[src/hw/rtl/pls_pkg.sv]
// Shared types, constants and helpers for the positional list store.
// Depends on nothing; used by pls_ram's instantiation context and the top level.
package pls_pkg;

	// List sizing
	localparam int CAPACITY = 16;
	localparam int ADDR_W   = $clog2(CAPACITY);
	localparam int CNT_W    = $clog2(CAPACITY + 1);

	// Field widths
	localparam int CMD_W    = 3;
	localparam int POS_W    = 5;
	localparam int WORD_W   = 32;
	localparam int STAT_W   = 2;

	// Width that holds both a position and a count for comparisons
	localparam int CMP_W    = (CNT_W > POS_W) ? CNT_W : POS_W;

	// Command codes
	localparam logic [CMD_W-1:0] CMD_INSERT  = 3'd0;
	localparam logic [CMD_W-1:0] CMD_DELETE  = 3'd1;
	localparam logic [CMD_W-1:0] CMD_MODIFY  = 3'd2;
	localparam logic [CMD_W-1:0] CMD_OBSERVE = 3'd3;
	localparam logic [CMD_W-1:0] CMD_FIND    = 3'd4;

	// Status codes
	localparam logic [STAT_W-1:0] ST_OK       = 2'd0;
	localparam logic [STAT_W-1:0] ST_FULL     = 2'd1;
	localparam logic [STAT_W-1:0] ST_NO_ENTRY = 2'd2;

	// Result of one request, built while the request is worked on
	typedef struct packed {
		logic [WORD_W-1:0] word;
		logic [POS_W-1:0]  found;
		logic [STAT_W-1:0] status;
	} res_t;

	// Single-precision NaN test on a raw word
	function automatic logic is_nan_word(input logic [WORD_W-1:0] w);
		return (w[30:23] == 8'hFF) && (w[22:0] != 23'd0);
	endfunction

	// IEEE equality: both zeros match, NaN never matches
	function automatic logic ieee_equal(input logic [WORD_W-1:0] a,
		input logic [WORD_W-1:0] b);
		logic both_zero;
		both_zero = ((a[30:0] | b[30:0]) == 31'd0);
		if (is_nan_word(a) || is_nan_word(b)) begin
			return 1'b0;
		end
		return both_zero || (a == b);
	endfunction

endpackage

[src/hw/rtl/positional_list_store.sv]
// Top level of the positional list store: request sequencer around the word memory.
// Depends on pls_pkg and pls_ram.
//
//  channel   | handshake            | payload
//  ----------+----------------------+-----------------------------------------------
//  request   | req_valid, req_stall | command, position, value
//  response  | rsp_valid, rsp_stall | read_word, found_position, entry_count,
//            |                      | is_empty, status
//
// One request at a time. Modify, append, delete of the last entry, empty find, unused
// codes and rejects go straight to the finishing state; observe goes through a read
// state; insert or delete moving entries shifts them, and find scans up to a match.
// The single read port of the word memory moves or compares one entry a cycle.
// Reset clears the count and the control state; the word memory needs no clearing pass.
// A request is taken while a response waits on rsp_stall; its response waits behind it.
module positional_list_store (
	input  logic                          clk,
	input  logic                          arst_n,
	input  logic                          req_valid,
	output logic                          req_stall,
	input  logic [pls_pkg::CMD_W-1:0]     command,
	input  logic [pls_pkg::POS_W-1:0]     position,
	input  logic [pls_pkg::WORD_W-1:0]    value,
	output logic                          rsp_valid,
	input  logic                          rsp_stall,
	output logic [pls_pkg::WORD_W-1:0]    read_word,
	output logic [pls_pkg::POS_W-1:0]     found_position,
	output logic [pls_pkg::POS_W-1:0]     entry_count,
	output logic                          is_empty,
	output logic [pls_pkg::STAT_W-1:0]    status
);

	localparam int ADDR_W = pls_pkg::ADDR_W;
	localparam int CNT_W  = pls_pkg::CNT_W;
	localparam int CMP_W  = pls_pkg::CMP_W;
	localparam int POS_W  = pls_pkg::POS_W;
	localparam int WORD_W = pls_pkg::WORD_W;

	// Sequencer states
	localparam logic [2:0] S_IDLE  = 3'd0;
	localparam logic [2:0] S_SHIFT = 3'd1;
	localparam logic [2:0] S_SCAN  = 3'd2;
	localparam logic [2:0] S_READ  = 3'd3;
	localparam logic [2:0] S_DONE  = 3'd4;

	logic [2:0]                  state_q, state_d;
	logic [CNT_W-1:0]            total_q;
	logic [CNT_W-1:0]            new_total_q, new_total_d;
	logic [CNT_W-1:0]            left_q, left_d;
	logic [ADDR_W-1:0]           ptr_q, ptr_d;
	logic [ADDR_W-1:0]           idx_q, idx_d;
	logic [ADDR_W-1:0]           addr_s1, addr_d;
	logic                        rd_v_s1;
	logic [pls_pkg::CMD_W-1:0]   cmd_q, cmd_d;
	logic [WORD_W-1:0]           val_q, val_d;
	pls_pkg::res_t               pend_q, pend_d;

	logic                        issue;
	logic                        ram_we;
	logic [ADDR_W-1:0]           ram_waddr;
	logic [WORD_W-1:0]           ram_wdata;
	logic [ADDR_W-1:0]           ram_raddr;
	logic [WORD_W-1:0]           ram_rdata;

	logic                        load_out;
	logic                        out_valid_q;
	logic [WORD_W-1:0]           word_q;
	logic [POS_W-1:0]            found_q;
	logic [POS_W-1:0]            count_q;
	logic                        empty_q;
	logic [pls_pkg::STAT_W-1:0]  status_q;

	logic [CMP_W-1:0]            pidx;
	logic [CMP_W-1:0]            total_w;
	logic [CMP_W-1:0]            ins_idx;
	logic                        is_insert;
	logic                        match;

	pls_ram #(
		.DEPTH (pls_pkg::CAPACITY),
		.WIDTH (WORD_W)
	) u_ram (
		.clk     (clk),
		.wr_en   (ram_we),
		.wr_addr (ram_waddr),
		.wr_data (ram_wdata),
		.rd_en   (issue),
		.rd_addr (ram_raddr),
		.rd_data (ram_rdata)
	);

	// Decode position into a 0-based index, clamped at the head
	assign pidx    = (position == '0) ? '0 : CMP_W'(position - POS_W'(1));
	assign total_w = CMP_W'(total_q);
	assign ins_idx = (pidx > total_w) ? total_w : pidx;
	assign is_insert = (cmd_q == pls_pkg::CMD_INSERT);
	assign match     = rd_v_s1 && pls_pkg::ieee_equal(ram_rdata, val_q);

	assign req_stall = (state_q != S_IDLE);
	assign load_out  = (state_q == S_DONE) && (!out_valid_q || !rsp_stall);

	// Sequence one request through the memory
	always_comb begin
		state_d     = state_q;
		new_total_d = new_total_q;
		left_d      = left_q;
		ptr_d       = ptr_q;
		idx_d       = idx_q;
		addr_d      = addr_s1;
		cmd_d       = cmd_q;
		val_d       = val_q;
		pend_d      = pend_q;
		issue       = 1'b0;
		ram_raddr   = ptr_q;
		ram_we      = 1'b0;
		ram_waddr   = idx_q;
		ram_wdata   = val_q;

		unique case (state_q)
			S_IDLE: begin
				if (req_valid) begin
					cmd_d       = command;
					val_d       = value;
					pend_d      = '{word: '0, found: '0, status: pls_pkg::ST_OK};
					new_total_d = total_q;
					state_d     = S_DONE;
					unique case (command)
						pls_pkg::CMD_INSERT: begin
							if (total_w >= CMP_W'(pls_pkg::CAPACITY)) begin
								pend_d.status = pls_pkg::ST_FULL;
							end else begin
								new_total_d = total_q + CNT_W'(1);
								idx_d       = ADDR_W'(ins_idx);
								if (ins_idx == total_w) begin
									ram_we    = 1'b1;
									ram_waddr = ADDR_W'(ins_idx);
									ram_wdata = value;
								end else begin
									issue     = 1'b1;
									ram_raddr = ADDR_W'(total_q - CNT_W'(1));
									addr_d    = ram_raddr + ADDR_W'(1);
									ptr_d     = ram_raddr - ADDR_W'(1);
									left_d    = CNT_W'(total_w - ins_idx - CMP_W'(1));
									state_d   = S_SHIFT;
								end
							end
						end
						pls_pkg::CMD_DELETE: begin
							if (pidx >= total_w) begin
								pend_d.status = pls_pkg::ST_NO_ENTRY;
							end else begin
								new_total_d = total_q - CNT_W'(1);
								if (pidx + CMP_W'(1) != total_w) begin
									issue     = 1'b1;
									ram_raddr = ADDR_W'(pidx + CMP_W'(1));
									addr_d    = ADDR_W'(pidx);
									ptr_d     = ram_raddr + ADDR_W'(1);
									left_d    = CNT_W'(total_w - pidx - CMP_W'(2));
									state_d   = S_SHIFT;
								end
							end
						end
						pls_pkg::CMD_MODIFY: begin
							if (pidx >= total_w) begin
								pend_d.status = pls_pkg::ST_NO_ENTRY;
							end else begin
								ram_we    = 1'b1;
								ram_waddr = ADDR_W'(pidx);
								ram_wdata = value;
							end
						end
						pls_pkg::CMD_OBSERVE: begin
							if (pidx >= total_w) begin
								pend_d.status = pls_pkg::ST_NO_ENTRY;
							end else begin
								issue     = 1'b1;
								ram_raddr = ADDR_W'(pidx);
								state_d   = S_READ;
							end
						end
						pls_pkg::CMD_FIND: begin
							if (total_q != '0) begin
								issue     = 1'b1;
								ram_raddr = '0;
								addr_d    = '0;
								ptr_d     = ADDR_W'(1);
								left_d    = total_q - CNT_W'(1);
								state_d   = S_SCAN;
							end
						end
						default: begin
						end
					endcase
				end
			end
			S_SHIFT: begin
				// Write back the word read last cycle one place over
				if (rd_v_s1) begin
					ram_we    = 1'b1;
					ram_waddr = addr_s1;
					ram_wdata = ram_rdata;
				end
				if (left_q != '0) begin
					issue     = 1'b1;
					ram_raddr = ptr_q;
					addr_d    = is_insert ? ptr_q + ADDR_W'(1) : ptr_q - ADDR_W'(1);
					ptr_d     = is_insert ? ptr_q - ADDR_W'(1) : ptr_q + ADDR_W'(1);
					left_d    = left_q - CNT_W'(1);
				end else if (!rd_v_s1) begin
					// Drop the new word into the opened slot
					if (is_insert) begin
						ram_we    = 1'b1;
						ram_waddr = idx_q;
						ram_wdata = val_q;
					end
					state_d = S_DONE;
				end
			end
			S_SCAN: begin
				if (match) begin
					pend_d.found = POS_W'(CNT_W'(addr_s1) + CNT_W'(1));
					state_d      = S_DONE;
				end else if (left_q != '0) begin
					issue     = 1'b1;
					ram_raddr = ptr_q;
					addr_d    = ptr_q;
					ptr_d     = ptr_q + ADDR_W'(1);
					left_d    = left_q - CNT_W'(1);
				end else if (!rd_v_s1) begin
					state_d = S_DONE;
				end
			end
			S_READ: begin
				pend_d.word = ram_rdata;
				state_d     = S_DONE;
			end
			S_DONE: begin
				if (load_out) begin
					state_d = S_IDLE;
				end
			end
			default: begin
				state_d = S_IDLE;
			end
		endcase
	end

	// Control registers
	always_ff @(posedge clk or negedge arst_n) begin
		if (!arst_n) begin
			state_q     <= S_IDLE;
			total_q     <= '0;
			left_q      <= '0;
			ptr_q       <= '0;
			rd_v_s1     <= 1'b0;
			out_valid_q <= 1'b0;
		end else begin
			state_q <= state_d;
			left_q  <= left_d;
			ptr_q   <= ptr_d;
			rd_v_s1 <= issue;
			if (load_out) begin
				total_q     <= new_total_q;
				out_valid_q <= 1'b1;
			end else if (!rsp_stall) begin
				out_valid_q <= 1'b0;
			end
		end
	end

	// Request and response payload
	always_ff @(posedge clk) begin
		new_total_q <= new_total_d;
		idx_q       <= idx_d;
		addr_s1     <= addr_d;
		cmd_q       <= cmd_d;
		val_q       <= val_d;
		pend_q      <= pend_d;
		if (load_out) begin
			word_q   <= pend_q.word;
			found_q  <= pend_q.found;
			status_q <= pend_q.status;
			count_q  <= POS_W'(new_total_q);
			empty_q  <= (new_total_q == '0);
		end
	end

	assign rsp_valid      = out_valid_q;
	assign read_word      = word_q;
	assign found_position = found_q;
	assign entry_count    = count_q;
	assign is_empty       = empty_q;
	assign status         = status_q;

	// Count never passes capacity
	a_total_bound: assert property (@(posedge clk) disable iff (!arst_n)
		CMP_W'(total_q) <= CMP_W'(pls_pkg::CAPACITY))
		else $error("entry count above capacity");

	// A read and a write never hit the same entry in one cycle
	a_no_rw_clash: assert property (@(posedge clk) disable iff (!arst_n)
		(ram_we && issue) |-> (ram_waddr != ram_raddr))
		else $error("read and write to one entry in the same cycle");

	// Read data is only pending while the sequencer consumes it
	a_read_owner: assert property (@(posedge clk) disable iff (!arst_n)
		rd_v_s1 |-> (state_q == S_SHIFT || state_q == S_SCAN || state_q == S_READ))
		else $error("memory read data left unconsumed");

	// A response appears only out of the finishing state
	a_rsp_source: assert property (@(posedge clk) disable iff (!arst_n)
		$rose(out_valid_q) |-> ($past(state_q) == S_DONE))
		else $error("response raised outside finish");

endmodule

[src/hw/rtl/pls_ram.sv]
// Simple dual-port word memory: one write and one registered read per cycle.
// No dependencies; contents are undefined until written.
module pls_ram #(
	parameter int DEPTH = 16,
	parameter int WIDTH = 32
) (
	input  logic                     clk,
	input  logic                     wr_en,
	input  logic [$clog2(DEPTH)-1:0] wr_addr,
	input  logic [WIDTH-1:0]         wr_data,
	input  logic                     rd_en,
	input  logic [$clog2(DEPTH)-1:0] rd_addr,
	output logic [WIDTH-1:0]         rd_data
);

	logic [WIDTH-1:0] mem [DEPTH];

	// Write port
	always_ff @(posedge clk) begin
		if (wr_en) begin
			mem[wr_addr] <= wr_data;
		end
	end

	// Read port, registered
	always_ff @(posedge clk) begin
		if (rd_en) begin
			rd_data <= mem[rd_addr];
		end
	end

endmodule
[config.mk]
export PLATFORM = sky130hd
export DESIGN_NAME = positional_list_store
export DESIGN_NICKNAME = d
export VERILOG_FILES = /design/src/hw/rtl/pls_pkg.sv /design/src/hw/rtl/positional_list_store.sv /design/src/hw/rtl/pls_ram.sv
export SDC_FILE = /design/constraint.sdc
export NUM_CORES = 1
export LEC_CHECK = 0
export BUFFER_PORTS_ARGS = -buffer_cell sky130_fd_sc_hd__buf_2
export CAP_MARGIN = 20
export CORE_MARGIN = 2
export CORE_UTILIZATION = 60
export CTS_CLUSTER_SIZE = 24
export DETAILED_ROUTE_END_ITERATION = 16
export MAX_ROUTING_LAYER = met4
export PLACE_DENSITY_LB_ADDON = 0.15
export SETUP_SLACK_MARGIN = 0.02
export SYNTH_ARGS = -nofsm -noshare
export SYNTH_HDL_FRONTEND = slang
export SYNTH_SLANG_ARGS = --single-unit
[constraint.sdc]
create_clock -name clk -period 17.1 [get_ports clk]
set_input_delay 1.71 -clock clk [delete_from_list [all_inputs] [get_ports clk]]
set_output_delay 1.71 -clock clk [all_outputs]
set_load 0.005 [all_outputs]
# Word level (Yosys, flattened, before mapping)
# Memories as Yosys holds them, arrays and structs flattened. A register that Yosys moved wholly into a read port is not among the register bits.
# Cells that the tools add are included.
[totals]
mem_bits_rw = 512
elab_cells = 212
regBits = 151
mem_count = 1
[classes]
n_addsub = 15
bitwise = 2
n_lt_le_gt_ge = 3
n_mux = 115
eq_ne = 26
n_reduce_logical = 31
[mem_list]
columns = ["memory", "words", "word_bits", "rd", "rd_ports_with_merged_regs", "write_ports", "line_no", "rtl"]
rows = [
  ["u_ram.mem", 16, 32, 1, 1, 1, "pls_ram.sv:16", "logic [WIDTH-1:0] mem [DEPTH];"],
]
[ops]
columns = ["operator", "n"]
rows = [
  ["$mux 32", 8],
  ["$pmux 32 s2", 3],
  ["$mux 4", 36],
  ["$mux 5", 13],
  ["$pmux 4 s3", 4],
  ["$reduce_bool 23->1", 2],
  ["$mux 39", 1],
  ["$mux 3", 11],
  ["$eq 32x32->1", 1],
  ["$logic_not 31->1", 1],
  ["$or 31x31->31", 1],
  ["$pmux 5 s3", 2],
  ["$mux 1", 24],
  ["$pmux 5 s2", 2],
  ["$sub 5x1->5 const B", 4],
  ["$eq 8x8->1 const B", 2],
  ["$pmux 4 s2", 2],
  ["$pmux 4 s4", 1],
  ["$ne 3x3->1 const B", 5],
  ["$pmux 3 s5", 1],
  ["$add 4x1->4 const B", 3],
  ["$eq 3x2->1 const B", 4],
  ["$ne 2x2->1 const B", 6],
  ["$pmux 3 s4", 1],
  ["other kinds (34)", 54],
]

# Longest topological paths before layout
# Gate-level depths: netlist of run 1.
[logic_depth]
depth_word = 12
ltp_mapped = 24
ltp_nobuf = 22

# By module
# A second synthesis of run 1 with hierarchy kept.
[unflattened]
hier_cells = 1672
hier_area_um2 = 29006.6
[by_module_without_submodules]
columns = ["mod", "n_inst", "area_per_inst_um2", "seq_area_each_um2", "cells_each"]
rows = [
  ["pls_ram", 1, 20155.6, 16335.7, 838],
  ["positional_list_store", 1, 8851.0, 4439.3, 834],
]

# Least setup slack after synthesis of run 1
# OpenSTA, ideal clock, no wires.
[synth_timing]
kind = "input -> register"
start = "in position[0] (netlist name)"
end = "mem u_ram.mem[11][0] (enable)"
arrival_ns = 6.786
path_stages = 20
t_required_ns = 16.679
path_buffers = 0
setup_time_ns = 0.421
path_slack_ns = 9.892
cell_sequence = "inv_1 > ha_1 > or4b_4 > nand2_1 > inv_1 > ha_1 > and3_1 > o21ai_1 > a32oi_1 > a21o_1 > inv_1 > ha_1 > and4_1 > o211ai_1 > a21oi_1 > a21oi_1 > o21a_1 > a221oi_1 > nand2_1 > nor2_1"
[synth_between]
elab_chain_cells = 12
elab_cells_between_ends = 21
[synth_rtl]
columns = ["element", "line_no", "rtl"]
rows = [
  ["from (decl)", "positional_list_store.sv:22", "input logic [pls_pkg::POS_W-1:0] position,"],
  ["$sub 5x1->5 / $logic_not 5->1 (equally long branches)", "positional_list_store.sv:93", "assign pidx = (position == '0) ? '0 : CMP_W'(position - POS_W'(1));"],
  ["$mux 5 (*)", "positional_list_store.sv:93", ""],
  ["$gt 5x5->1", "positional_list_store.sv:95", "assign ins_idx = (pidx > total_w) ? total_w : pidx;"],
  ["$mux 5 (*)", "positional_list_store.sv:95", ""],
  ["net ins_idx[0]", "positional_list_store.sv:75", "logic [CMP_W-1:0] ins_idx;"],
  ["$eq 5x5->1", "positional_list_store.sv:134", "if (ins_idx == total_w) begin"],
  ["$mux 1", "positional_list_store.sv:134", ""],
  ["$mux 1", "positional_list_store.sv:129", "if (total_w >= CMP_W'(pls_pkg::CAPACITY)) begin"],
  ["$pmux 1 s2", "positional_list_store.sv:127", "unique case (command)"],
  ["$mux 1", "positional_list_store.sv:121", "if (req_valid) begin"],
  ["$pmux 1 s2", "positional_list_store.sv:119", "unique case (state_q)"],
  ["$mux 1", "pls_ram.sv:20", "if (wr_en) begin"],
  ["$mux 1 (not written as such)", "pls_ram.sv:21", "mem[wr_addr] <= wr_data;"],
  ["to (decl)", "pls_ram.sv:16", ""],
]
# Mark *: on every way through the listed nets, which the timed path passes. The rest lies on a longest branch.

# Worst setup path after layout of run 1
[layout_timing]
start = "in position[0] (netlist name)"
end = "reg u_ram.rd_data[4], read port of u_ram.mem (data pin)"
[layout_between]
elab_chain_cells = 10
elab_cells_between_ends = 25
[layout_rtl]
columns = ["element", "line_no", "rtl"]
rows = [
  ["$sub 5x1->5 / $logic_not 5->1 (equally long branches)", "positional_list_store.sv:93", ""],
  ["$mux 5 (*)", "positional_list_store.sv:93", ""],
  ["$gt 5x5->1", "positional_list_store.sv:95", ""],
  ["$mux 5 (*)", "positional_list_store.sv:95", ""],
  ["net ins_idx[0]", "positional_list_store.sv:75", ""],
  ["$eq 5x5->1 (*)", "positional_list_store.sv:134", ""],
  ["$mux 1 / $mux 4 (equally long branches)", "positional_list_store.sv:134", ""],
  ["$mux 1 / $mux 4 (equally long branches)", "positional_list_store.sv:129", ""],
  ["$pmux 1 s4 / $pmux 4 s4 (equally long branches)", "positional_list_store.sv:127", ""],
  ["$mux 1 / $mux 4 (equally long branches)", "positional_list_store.sv:121", ""],
  ["$pmux 1 s3 / $mux 4 (equally long branches)", "--", ""],
  ["to (decl)", "pls_ram.sv:13", "output logic [WIDTH-1:0] rd_data"],
]
# Marks and branches as above.
# A chain may end at the register's enable or synchronous reset.

==> flow_metrics.py, run 1 <==
metrics = {
    "yosys": {
        "yosysWarnings": 0,
        "synth_top_family_by_area": "multiplexers",
        "post_synth_mux_area_share": 0.0874,
        "synthArstFlopShare": 0.0273,
        "postSynth.topFlopCell": "sky130_fd_sc_hd__edfxtp_1",
        "yosysSeqAreaShare": 0.698,
        "syn_inst": 1974,
        "mappedNetlistNets": 2079,
        "synth_edf_count": 676,
        "synthesized_area_per_cell_um2": 15.1,
        "fraction_of_the_mapped_netlist_area_in_compound_gates": 0.0870,
        "yosys.area_share.xor_xnor": 0.0100,
        "syn-cell-area_mm2": 0.0297,
        "postSynthRegisterBits": 695,
        "synthAdderAreaFrac": 0.0264,
        "netlist-cell-type-count": 78,
        "yosys.area_share.simple": 0.0636,
    },
    "finish": {
        "synthesis_to_layout_area_growth_pct": 11.8,
        "insertedDiodeCount": 0,
        "most-common-layout-cells": "sky130_fd_sc_hd__edfxtp_1, sky130_fd_sc_hd__mux2i_1, sky130_fd_sc_hd__o22ai_1",
        "finalNonFillerCells": 2784,
        "most_frequent_standard_cell_in_the_layout_excluding_fill_and_tap_cells": "sky130_fd_sc_hd__edfxtp_1",
        "final_net_count": 2178,
        "layout-drive-gt1-share": 0.135,
    },
    "worst_setup_path": {
        "critical_path_class": "in -> reg",
        "launching_element_type_of_the_critical_path": "primary input",
        "critical-path-top-delay-family": "buffers and inverters",
        "arrival_ns": 9.92,
        "crit_slowest_cell": "sky130_fd_sc_hd__buf_4",
        "timing.critical_path.required_ns": 17.44,
        "crit_path_end_kind": "register",
        "worstRegToRegCells": 20,
        "crit_path_start": "position[0]",
        "crit_fanout": 134,
        "regToRegEndpoint": "u_ram.rd_data[4]",
        "reg2reg_slack_ns": 9.00,
        "reg2reg_from": "total_q[2]",
        "critPathBufInv": 7,
        "critPathMaxStageDelay_ns": 0.93,
    },
    "global_route": {
        "grt_usage": 0.312,
        "use_met1": 0.454,
        "grt_remaining_overflow": 0,
        "globalRouteMet3Util": 0.0604,
        "grt.met2_usage": 0.453,
        "grt_most_used_layer": "met1",
        "antenna_found_initial": 1,
        "pin_count_of_the_biggest_net_entering_global_routing": 135,
        "grt_pass1_vias": 17300,
        "grt_pass1_wl_um": 112000,
    },
    "power": {
        "power.leakage_uw": 0.0122,
        "worst_ir_drop_vdd_mv": 0.122,
        "power.total_uw": 5890,
        "power_density_mw_per_mm2": 177,
    },
    "place": {
        "detailed_place_hpwl_um": 45400,
        "portBuffers": 90,
        "post-place-ws_ns": 7.05,
        "routabilityCongestion": 0.975,
        "placed_cells": 2665,
    },
    "clock_tree": {
        "cts-buffers-inserted": 70,
        "cts_resized": 0,
        "clkTransAtPathRegs_ns": 0.06,
        "post_cts_setup_driven_buffer_insertion_count": 0,
        "cts_num_sinks": 695,
        "cts_hold_buffers": 0,
        "max-clock-path-buffers": 3,
        "htree_num_levels": 3,
        "worstSkewPairLatency_ns": 0.61,
        "cts_tree": "done",
        "root_buffer": "sky130_fd_sc_hd__clkbuf_16",
    },
    "timing": {
        "slew_headroom": 0.239,
        "slew_violations": 0,
        "max_slew.worst_pin.slew_ns": 1.14,
        "fin_tns_setup_ns": 0,
        "maxClockFrequency_mhz": 104,
        "unrepaired_setup_endpoints_after_global_routing": "false",
        "finalCritPeriodShare": 0.560,
        "period_needed_ns": 9.58,
        "clk_skew_ns": 0.0224,
        "hold_violations": 0,
        "final_critical_path_setup_slack_ns": 7.52,
        "total_setup_violations_reported_at_the_end_of_the_flow": 0,
    },
    "worst_hold_path": {
        "min_delay_path_depth": 0,
        "worstHoldStart": "pend_q[7]",
        "hold_class": "reg -> reg",
        "holdPathEnd": "read_word[0]",
    },
    "routing": {
        "drt_pass1_iterations": 6,
        "drt.antenna.violating_nets": 0,
        "drt_iter0_drc": 2277,
        "post_drt_via_cell_ratio": 6.63,
        "drt-total-wl_um": 76900,
        "vias": 18500,
        "detail_route.drc_violations": 0,
        "wl_per_cell_um": 27.6,
    },
    "die": {
        "core.rowCount": 81,
        "core-area_mm2": 0.0490,
        "initial_utilization": 0.608,
        "die_width_um": 227,
        "chipHeight_um": 227,
        "die_footprint_mm2": 0.0514,
        "floorplan.io_pins": 91,
    },
    "run": {
        "maxCapViolations": 0,
    },
    "run_status": {
        "run_status": "completed",
    },
}
-- worst max-delay path by stage --
| stage | cells after the start | endpoint |
|---|---|---|
| after detailed placement | 25 | u_ram.rd_data[9] |
| after global placement | 25 | u_ram.rd_data[4] |
| after floorplan | 20 | u_ram.mem[11][0] |
| after global routing | 25 | u_ram.rd_data[8] |
| after CTS | 25 | u_ram.rd_data[9] |
| final | 25 | u_ram.rd_data[4] |
-- cells in the mapped netlist, types with 6 or more instances --
master	count	area (um2)
sky130_fd_sc_hd__nor2b_1	6	37.5
sky130_fd_sc_hd__xor2_1	11	96.3
sky130_fd_sc_hd__ha_1	58	726
sky130_fd_sc_hd__nand3_1	22	110
sky130_fd_sc_hd__a221o_1	34	340
sky130_fd_sc_hd__nand4_1	16	100
sky130_fd_sc_hd__buf_1	6	22.5
sky130_fd_sc_hd__edfxtp_1	676	20300
sky130_fd_sc_hd__or2_2	6	37.5
sky130_fd_sc_hd__o21ai_0	22	110
sky130_fd_sc_hd__xnor2_1	23	201
sky130_fd_sc_hd__nor3_1	52	260
sky130_fd_sc_hd__nand2b_1	10	62.6
sky130_fd_sc_hd__or4_1	33	248
sky130_fd_sc_hd__mux2i_1	253	2530
sky130_fd_sc_hd__buf_2	47	235
sky130_fd_sc_hd__nor4_1	22	138
sky130_fd_sc_hd__mux2_2	6	67.6
sky130_fd_sc_hd__a21oi_1	65	325
sky130_fd_sc_hd__nor2_1	63	236
sky130_fd_sc_hd__clkbuf_1	46	173
sky130_fd_sc_hd__a31oi_1	33	206
sky130_fd_sc_hd__and2_1	37	231
sky130_fd_sc_hd__a21o_1	6	45.0
sky130_fd_sc_hd__a22oi_1	7	52.6
sky130_fd_sc_hd__a211oi_1	8	60.1
sky130_fd_sc_hd__o22ai_1	137	857
sky130_fd_sc_hd__inv_1	92	345
sky130_fd_sc_hd__dfrtp_1	19	475
sky130_fd_sc_hd__nand2_1	63	236
sky130_fd_sc_hd__o211ai_1	7	52.6
sky130_fd_sc_hd__a221oi_1	7	61.3
-- layout make-up --
class                      count  area, um2
sequential                   695      20800
fill                        3378      15700
multi-input combinational   1083       8330
clock buffer                  84       1880
tap                          664        831
timing repair buffer         129        756
inverter                      94        353
clock inverter                35        342
-- power breakdown --
| part | internal [uW] | switching [uW] |
|---|---|---|
| Sequential | 2330 | 158 |
| Clock | 848 | 625 |
| Combinational | 657 | 1270 |
| Total | 3840 | 2060 |
-- per-layer routing --
| layer | share of wire | vias to the layer above |
|---|---|---|
| met4 | 0.028 | 0 |
| met3 | 0.11 | 173 |
| met5 | 0 | - |
| li1 | - | 7986 |
| met1 | 0.42 | 9264 |
| met2 | 0.45 | 1033 |
-- cells by family after synthesis --
logic type                 count (synthesis)
muxes                                    259
AOI/OAI and AO/OA                        376
buffers and inverters                    196
xor gates and xnor gates                  34
and+or+nand+nor                          353
DFF                                      695
adders and majority gates                 61
-- flip-flops by register name, summed over array words and instances, names as in the netlist, 5 cells and up --
name / cells
u_ram.mem: 512
pend_q: 39
read_word: 32
u_ram.rd_data: 32
val_q: 32
entry_count: 5
found_position: 5
left_q: 5
new_total_q: 5
total_q: 5
-- stage by stage --
stage | cell area (um2) | utilization | hold slack [ns]
after floorplan | 29700 | - | 0.400
after global placement | 31000 | 0.634 | 0.400
after detailed placement | 31000 | 0.634 | 0.405
after CTS | 33300 | 0.680 | 0.419
after global routing | 33300 | 0.680 | 0.426
final | 33300 | 0.680 | 0.417
Power figures use the tool's default switching activity.
==> inputs of run 2 (changes only) <==
- clock period: 17.1 -> 8.9 ns (I/O delays scaled with it)
==> flow_metrics.py, run 2 (synthesis gave the netlist of run 1 again) <==
metrics = {
    "run_status": {
        "run_status": "completed",
    },
    "die": {
        "core.rowCount": 81,
        "die_footprint_mm2": 0.0514,
        "die_width_um": 227,
        "chipHeight_um": 227,
        "initial_utilization": 0.608,
        "core-area_mm2": 0.0490,
        "floorplan.io_pins": 91,
    },
    "routing": {
        "drt.antenna.violating_nets": 0,
        "post_drt_via_cell_ratio": 6.53,
        "vias": 18300,
        "detail_route.drc_violations": 0,
        "drt_pass1_iterations": 6,
        "wl_per_cell_um": 27.0,
        "drt-total-wl_um": 75400,
        "drt_iter0_drc": 2360,
    },
    "timing": {
        "maxClockFrequency_mhz": 145,
        "finalCritPeriodShare": 0.774,
        "clk_skew_ns": 0.0163,
        "whs_ns": 0.252,
        "period_needed_ns": 6.88,
        "max_slew.worst_pin.slew_ns": 0.996,
        "slew_violations": 0,
        "unrepaired_setup_endpoints_after_global_routing": "false",
        "hold_violations": 0,
        "fin_tns_setup_ns": 0,
        "slew_headroom": 0.331,
        "total_setup_violations_reported_at_the_end_of_the_flow": 0,
    },
    "place": {
        "detailed_place_hpwl_um": 45800,
        "portBuffers": 90,
        "routabilityCongestion": 0.973,
    },
    "power": {
        "power.leakage_uw": 0.0123,
        "worst_ir_drop_vdd_mv": 0.275,
        "p_int_uw": 7450,
        "pwr-share-seq": 0.420,
        "power_switching_share": 0.346,
        "switching_power_uw": 3940,
        "power_density_mw_per_mm2": 341,
        "power.share.combinational": 0.323,
        "power.clock.fraction": 0.257,
    },
    "clock_tree": {
        "root_buffer": "sky130_fd_sc_hd__clkbuf_16",
        "cts-buffers-inserted": 70,
        "cts_hold_buffers": 0,
        "post_cts_setup_driven_buffer_insertion_count": 0,
        "cts_tree": "done",
        "max-clock-path-buffers": 3,
        "worstSkewPairLatency_ns": 0.60,
        "htree_num_levels": 3,
        "cts_num_sinks": 695,
        "cts_resized": 0,
        "clkTransAtPathRegs_ns": 0.06,
    },
    "finish": {
        "top_register": "u_ram.mem",
        "layout-drive-gt1-share": 0.140,
        "synthesis_to_layout_area_growth_pct": 12.4,
        "most-common-layout-cells": "sky130_fd_sc_hd__edfxtp_1, sky130_fd_sc_hd__mux2i_1, sky130_fd_sc_hd__o22ai_1",
        "largestRegisters": "u_ram.mem x512, pend_q x39",
        "most_frequent_standard_cell_in_the_layout_excluding_fill_and_tap_cells": "sky130_fd_sc_hd__edfxtp_1",
        "largest_reg_flops": 512,
        "final_net_count": 2182,
        "postLayoutCoreUtil": 0.683,
    },
    "worst_setup_path": {
        "critical_path_class": "in -> reg",
        "crit_path_end_kind": "register",
        "arrival_ns": 7.22,
        "timing.critical_path.required_ns": 9.23,
        "crit_fanout": 124,
        "launching_element_type_of_the_critical_path": "primary input",
    },
    "global_route": {
        "grt_remaining_overflow": 0,
        "antenna_found_initial": 1,
        "pin_count_of_the_biggest_net_entering_global_routing": 125,
        "grt_usage": 0.306,
        "grt_pass1_vias": 17400,
        "grt_pass1_wl_um": 110000,
    },
    "run": {
        "maxCapViolations": 0,
    },
    "worst_hold_path": {
        "hold_class": "in -> async",
    },
}
[run 2: final timing paths]
path / from / end / slack [ns] / depth (start not counted)
worst min register to register: pend_q[14] / read_word[7] / 0.42 / 0
worst max-delay path: position[0] / u_ram.rd_data[15] / 2.02 / 22
worst max register to register: total_q[4] / u_ram.rd_data[15] / 2.61 / 17
worst min-delay path: arst_n / total_q[0] / 0.25 / 1
min in group clk: pend_q[14] / read_word[7] / 0.42 / 0
max in group asynchronous: arst_n / left_q[4] / 8.31 / 1
[run 2: power groups by stage]
stage,combinational (uW),clock (uW),sequential [uW]
6_report,3680,2930,4790
5_1_grt,3950,3070,4810
4_1_cts,3600,2960,4770
3_5_place_dp,3580,0,4830
3_3_place_gp,3510,0,4830
2_1_floorplan,2500,0,4660
[run 2: layout make-up]
| class | instances | area, um2 |
|---|---|---|
| clock buffer | 78 | 1780 |
| clock inverter | 50 | 510 |
| sequential | 695 | 20800 |
| inverter | 94 | 353 |
| fill | 3328 | 15500 |
| multi-input combinational | 1083 | 8330 |
| tap | 664 | 831 |
| antenna | 1 | 2.50 |
| timing repair buffer | 133 | 848 |
[run 2: per-stage QoR]
stage	cell area (um2)	std cells	setup WS, ns	power, uW
2_1_floorplan	29700	1974	2.51	7160
3_3_place_gp	31100	2669	1.73	8340
3_5_place_dp	31100	2669	1.57	8420
4_1_cts	33400	2797	2.18	11300
5_1_grt	33400	2797	1.49	11800
6_report	33400	2798	2.02	11400
[run 2: worst max-delay path, cell delays in order]
cell and delay [ns]:
sky130_fd_sc_hd__buf_2 0.12, sky130_fd_sc_hd__inv_1 0.11, sky130_fd_sc_hd__ha_1 0.22, sky130_fd_sc_hd__or4b_4 0.49, sky130_fd_sc_hd__nand2_1 0.26, sky130_fd_sc_hd__inv_1 0.11
sky130_fd_sc_hd__ha_1 0.36, sky130_fd_sc_hd__and3_1 0.22, sky130_fd_sc_hd__o21ai_1 0.10, sky130_fd_sc_hd__a32oi_1 0.50, sky130_fd_sc_hd__a21oi_1 0.25, sky130_fd_sc_hd__ha_1 0.36
sky130_fd_sc_hd__and4_1 0.25, sky130_fd_sc_hd__nand2_1 0.06, sky130_fd_sc_hd__a21oi_1 0.39, sky130_fd_sc_hd__nor3_1 0.14, sky130_fd_sc_hd__a211oi_2 0.33, sky130_fd_sc_hd__a2bb2oi_4 0.29
sky130_fd_sc_hd__buf_12 0.59, sky130_fd_sc_hd__mux2i_1 0.27, sky130_fd_sc_hd__o22ai_1 0.13, sky130_fd_sc_hd__or4_1 0.53
[run 2: routing by layer]
| metal | GRT usage | part of all wire | routed length (um) | vias to the layer above |
|---|---|---|---|---|
| li1 | - | - | - | 8010 |
| met1 | 0.422 | 0.41 | 31000 | 9171 |
| met2 | 0.450 | 0.45 | 34300 | 947 |
| met3 | 0.0774 | 0.11 | 8090 | 153 |
| met4 | 0.0989 | 0.028 | 2100 | 0 |
| met5 | - | 0 | 0 | - |
==> inputs of run 3 (changes only) <==
- CORE_UTILIZATION: 60 -> 56
- clock period: 8.9 -> 6 ns (I/O delays scaled with it)
==> flow_metrics.py, run 3 (synthesis gave the netlist of run 1 again) <==
metrics = {
    "place": {
        "portBuffers": 90,
        "detailed_place_hpwl_um": 51100,
        "post-place-ws_ns": -0.168,
        "routabilityCongestion": 0.939,
        "placed_area_mm2": 0.0327,
    },
    "clock_tree": {
        "root_buffer": "sky130_fd_sc_hd__clkbuf_16",
        "cts_tree": "done",
        "clkTransAtPathRegs_ns": 0.06,
        "htree_num_levels": 3,
        "post_cts_setup_driven_buffer_insertion_count": 0,
        "max-clock-path-buffers": 3,
        "worstSkewPairLatency_ns": 0.62,
        "cts-buffers-inserted": 70,
        "cts_num_sinks": 695,
    },
    "timing": {
        "clk_skew_ns": 0.0265,
        "maxClockFrequency_mhz": 176,
        "hold_violations": 0,
        "whs_ns": 0.191,
        "final_critical_path_setup_slack_ns": 0.318,
        "max_slew.worst_pin.slew_ns": 1.28,
        "fin_tns_setup_ns": 0,
        "period_needed_ns": 5.68,
        "slew_headroom": 0.143,
        "finalCritPeriodShare": 0.947,
        "total_setup_violations_reported_at_the_end_of_the_flow": 0,
        "slew_violations": 0,
    },
    "power": {
        "power_density_mw_per_mm2": 502,
        "power.leakage_uw": 0.0130,
        "worst_ir_drop_vdd_mv": 0.276,
    },
    "run": {
        "maxCapViolations": 0,
    },
    "routing": {
        "wl_per_cell_um": 27.3,
        "drt_iter0_drc": 2362,
        "detail_route.wirelength.met1_um": 34200,
        "met3RoutedLength_um": 7170,
        "detail_route.drc_violations": 0,
        "met2RoutedLength_um": 36700,
        "vias": 18700,
        "drt.antenna.violating_nets": 0,
        "post_drt_via_cell_ratio": 6.36,
        "highest_layer": "met4",
        "drt-total-wl_um": 80400,
        "drt_pass1_iterations": 7,
    },
    "finish": {
        "most_frequent_standard_cell_in_the_layout_excluding_fill_and_tap_cells": "sky130_fd_sc_hd__edfxtp_1",
        "largestRegisters": "u_ram.mem x512, pend_q x39",
        "largest_reg_flops": 512,
        "insertedDiodeCount": 0,
        "layout-drive-gt1-share": 0.185,
        "postLayoutCoreUtil": 0.665,
        "top_register": "u_ram.mem",
        "most-common-layout-cells": "sky130_fd_sc_hd__edfxtp_1, sky130_fd_sc_hd__mux2i_1, sky130_fd_sc_hd__o22ai_1",
        "final_net_count": 2314,
        "finish.instance_area_mm2": 0.0350,
        "synthesis_to_layout_area_growth_pct": 17.6,
    },
    "run_status": {
        "run_status": "completed",
    },
    "worst_hold_path": {
        "min_delay_path_depth": 1,
        "holdPathEnd": "val_q[29]",
        "worstHoldStart": "value[29]",
        "hold_class": "in -> reg",
    },
    "global_route": {
        "grt_pass1_wl_um": 117000,
        "grt_usage": 0.304,
        "antenna_found_initial": 1,
        "pin_count_of_the_biggest_net_entering_global_routing": 63,
        "grt_remaining_overflow": 0,
        "grt_pass1_vias": 18300,
    },
    "die": {
        "die_footprint_mm2": 0.0550,
        "core.rowCount": 84,
        "core-area_mm2": 0.0526,
        "chipHeight_um": 234,
        "floorplan.io_pins": 91,
        "die_width_um": 234,
        "initial_utilization": 0.566,
    },
    "worst_setup_path": {
        "regToRegEndpoint": "u_ram.rd_data[7]",
        "reg2reg_slack_ns": 0.48,
        "crit_path_end_kind": "register",
        "arrival_ns": 6.02,
        "timing.critical_path.required_ns": 6.33,
        "launching_element_type_of_the_critical_path": "primary input",
        "crit_path_start": "position[0]",
        "worstRegToRegCells": 18,
        "crit_fanout": 8,
        "critical_path_class": "in -> reg",
        "reg2reg_from": "total_q[4]",
    },
}
-- run 3: how the worst max path moves through the flow --
stage / slack [ns] / end / depth (start not counted)
after detailed placement: -0.17 / u_ram.rd_data[31] / 24
after CTS: 0.43 / u_ram.rd_data[31] / 24
final: 0.32 / u_ram.rd_data[7] / 24
after global placement: 0.06 / u_ram.rd_data[17] / 24
after global routing: -0.007 / u_ram.rd_data[31] / 23
after floorplan: -0.1 / u_ram.mem[11][0] / 20
-- run 3: final cells by class --
type	instances	area, um2
clock buffers	81	1790
clock inverters	41	394
fillers	3711	17600
inverters	94	353
multi-input cells	1084	8360
flip-flops and latches	695	20800
well taps	688	861
repair buffers	264	2420
-- run 3: worst max-delay path, stage by stage --
cell and delay (ns):
sky130_fd_sc_hd__buf_2 0.10, sky130_fd_sc_hd__inv_1 0.09, sky130_fd_sc_hd__ha_1 0.18, sky130_fd_sc_hd__nor3b_1 0.25, sky130_fd_sc_hd__mux2i_1 0.26, sky130_fd_sc_hd__inv_1 0.11, sky130_fd_sc_hd__ha_1 0.31, sky130_fd_sc_hd__buf_4 0.14
sky130_fd_sc_hd__a31oi_1 0.21, sky130_fd_sc_hd__a32o_1 0.26, sky130_fd_sc_hd__mux2_2 0.36, sky130_fd_sc_hd__inv_1 0.06, sky130_fd_sc_hd__ha_1 0.13, sky130_fd_sc_hd__and4_1 0.25, sky130_fd_sc_hd__nand2_1 0.07, sky130_fd_sc_hd__a21oi_1 0.24
sky130_fd_sc_hd__nor3_1 0.12, sky130_fd_sc_hd__a211oi_2 0.50, sky130_fd_sc_hd__a2bb2oi_2 0.49, sky130_fd_sc_hd__buf_12 0.22, sky130_fd_sc_hd__buf_4 0.19, sky130_fd_sc_hd__mux2i_1 0.27, sky130_fd_sc_hd__o22ai_1 0.12, sky130_fd_sc_hd__or4_1 0.47
-- run 3: layer usage --
layer,up-vias,track usage
met2,920,0.454
met1,9370,0.430
met4,0,0.0993
met5,-,-
met3,155,0.0503
li1,8289,-
-- run 3: timing repair --
action / 4_1_cts / 5_1_grt
gates resized for setup: 0 / 1
endpoints found under the setup margin: 0 / 11
hold buffers: 1 / 0
hold endpoints to repair: 19 / 0
-- run 3: stage by stage --
step,total power [uW],std cells
after floorplan,10600,1974
after global placement,13200,2822
after detailed placement,13300,2823
after CTS,17500,2946
after global routing,18300,2947
final,17500,2947
-- run 3: where the power goes --
| group | internal, uW | switching [uW] | leakage, uW |
|---|---|---|---|
| sequential | 6640 | 410 | 0.00641 |
| clock | 2380 | 1800 | 0.00106 |
| combinational | 2490 | 3830 | 0.00556 |
| total | 11500 | 6040 | 0.0130 |
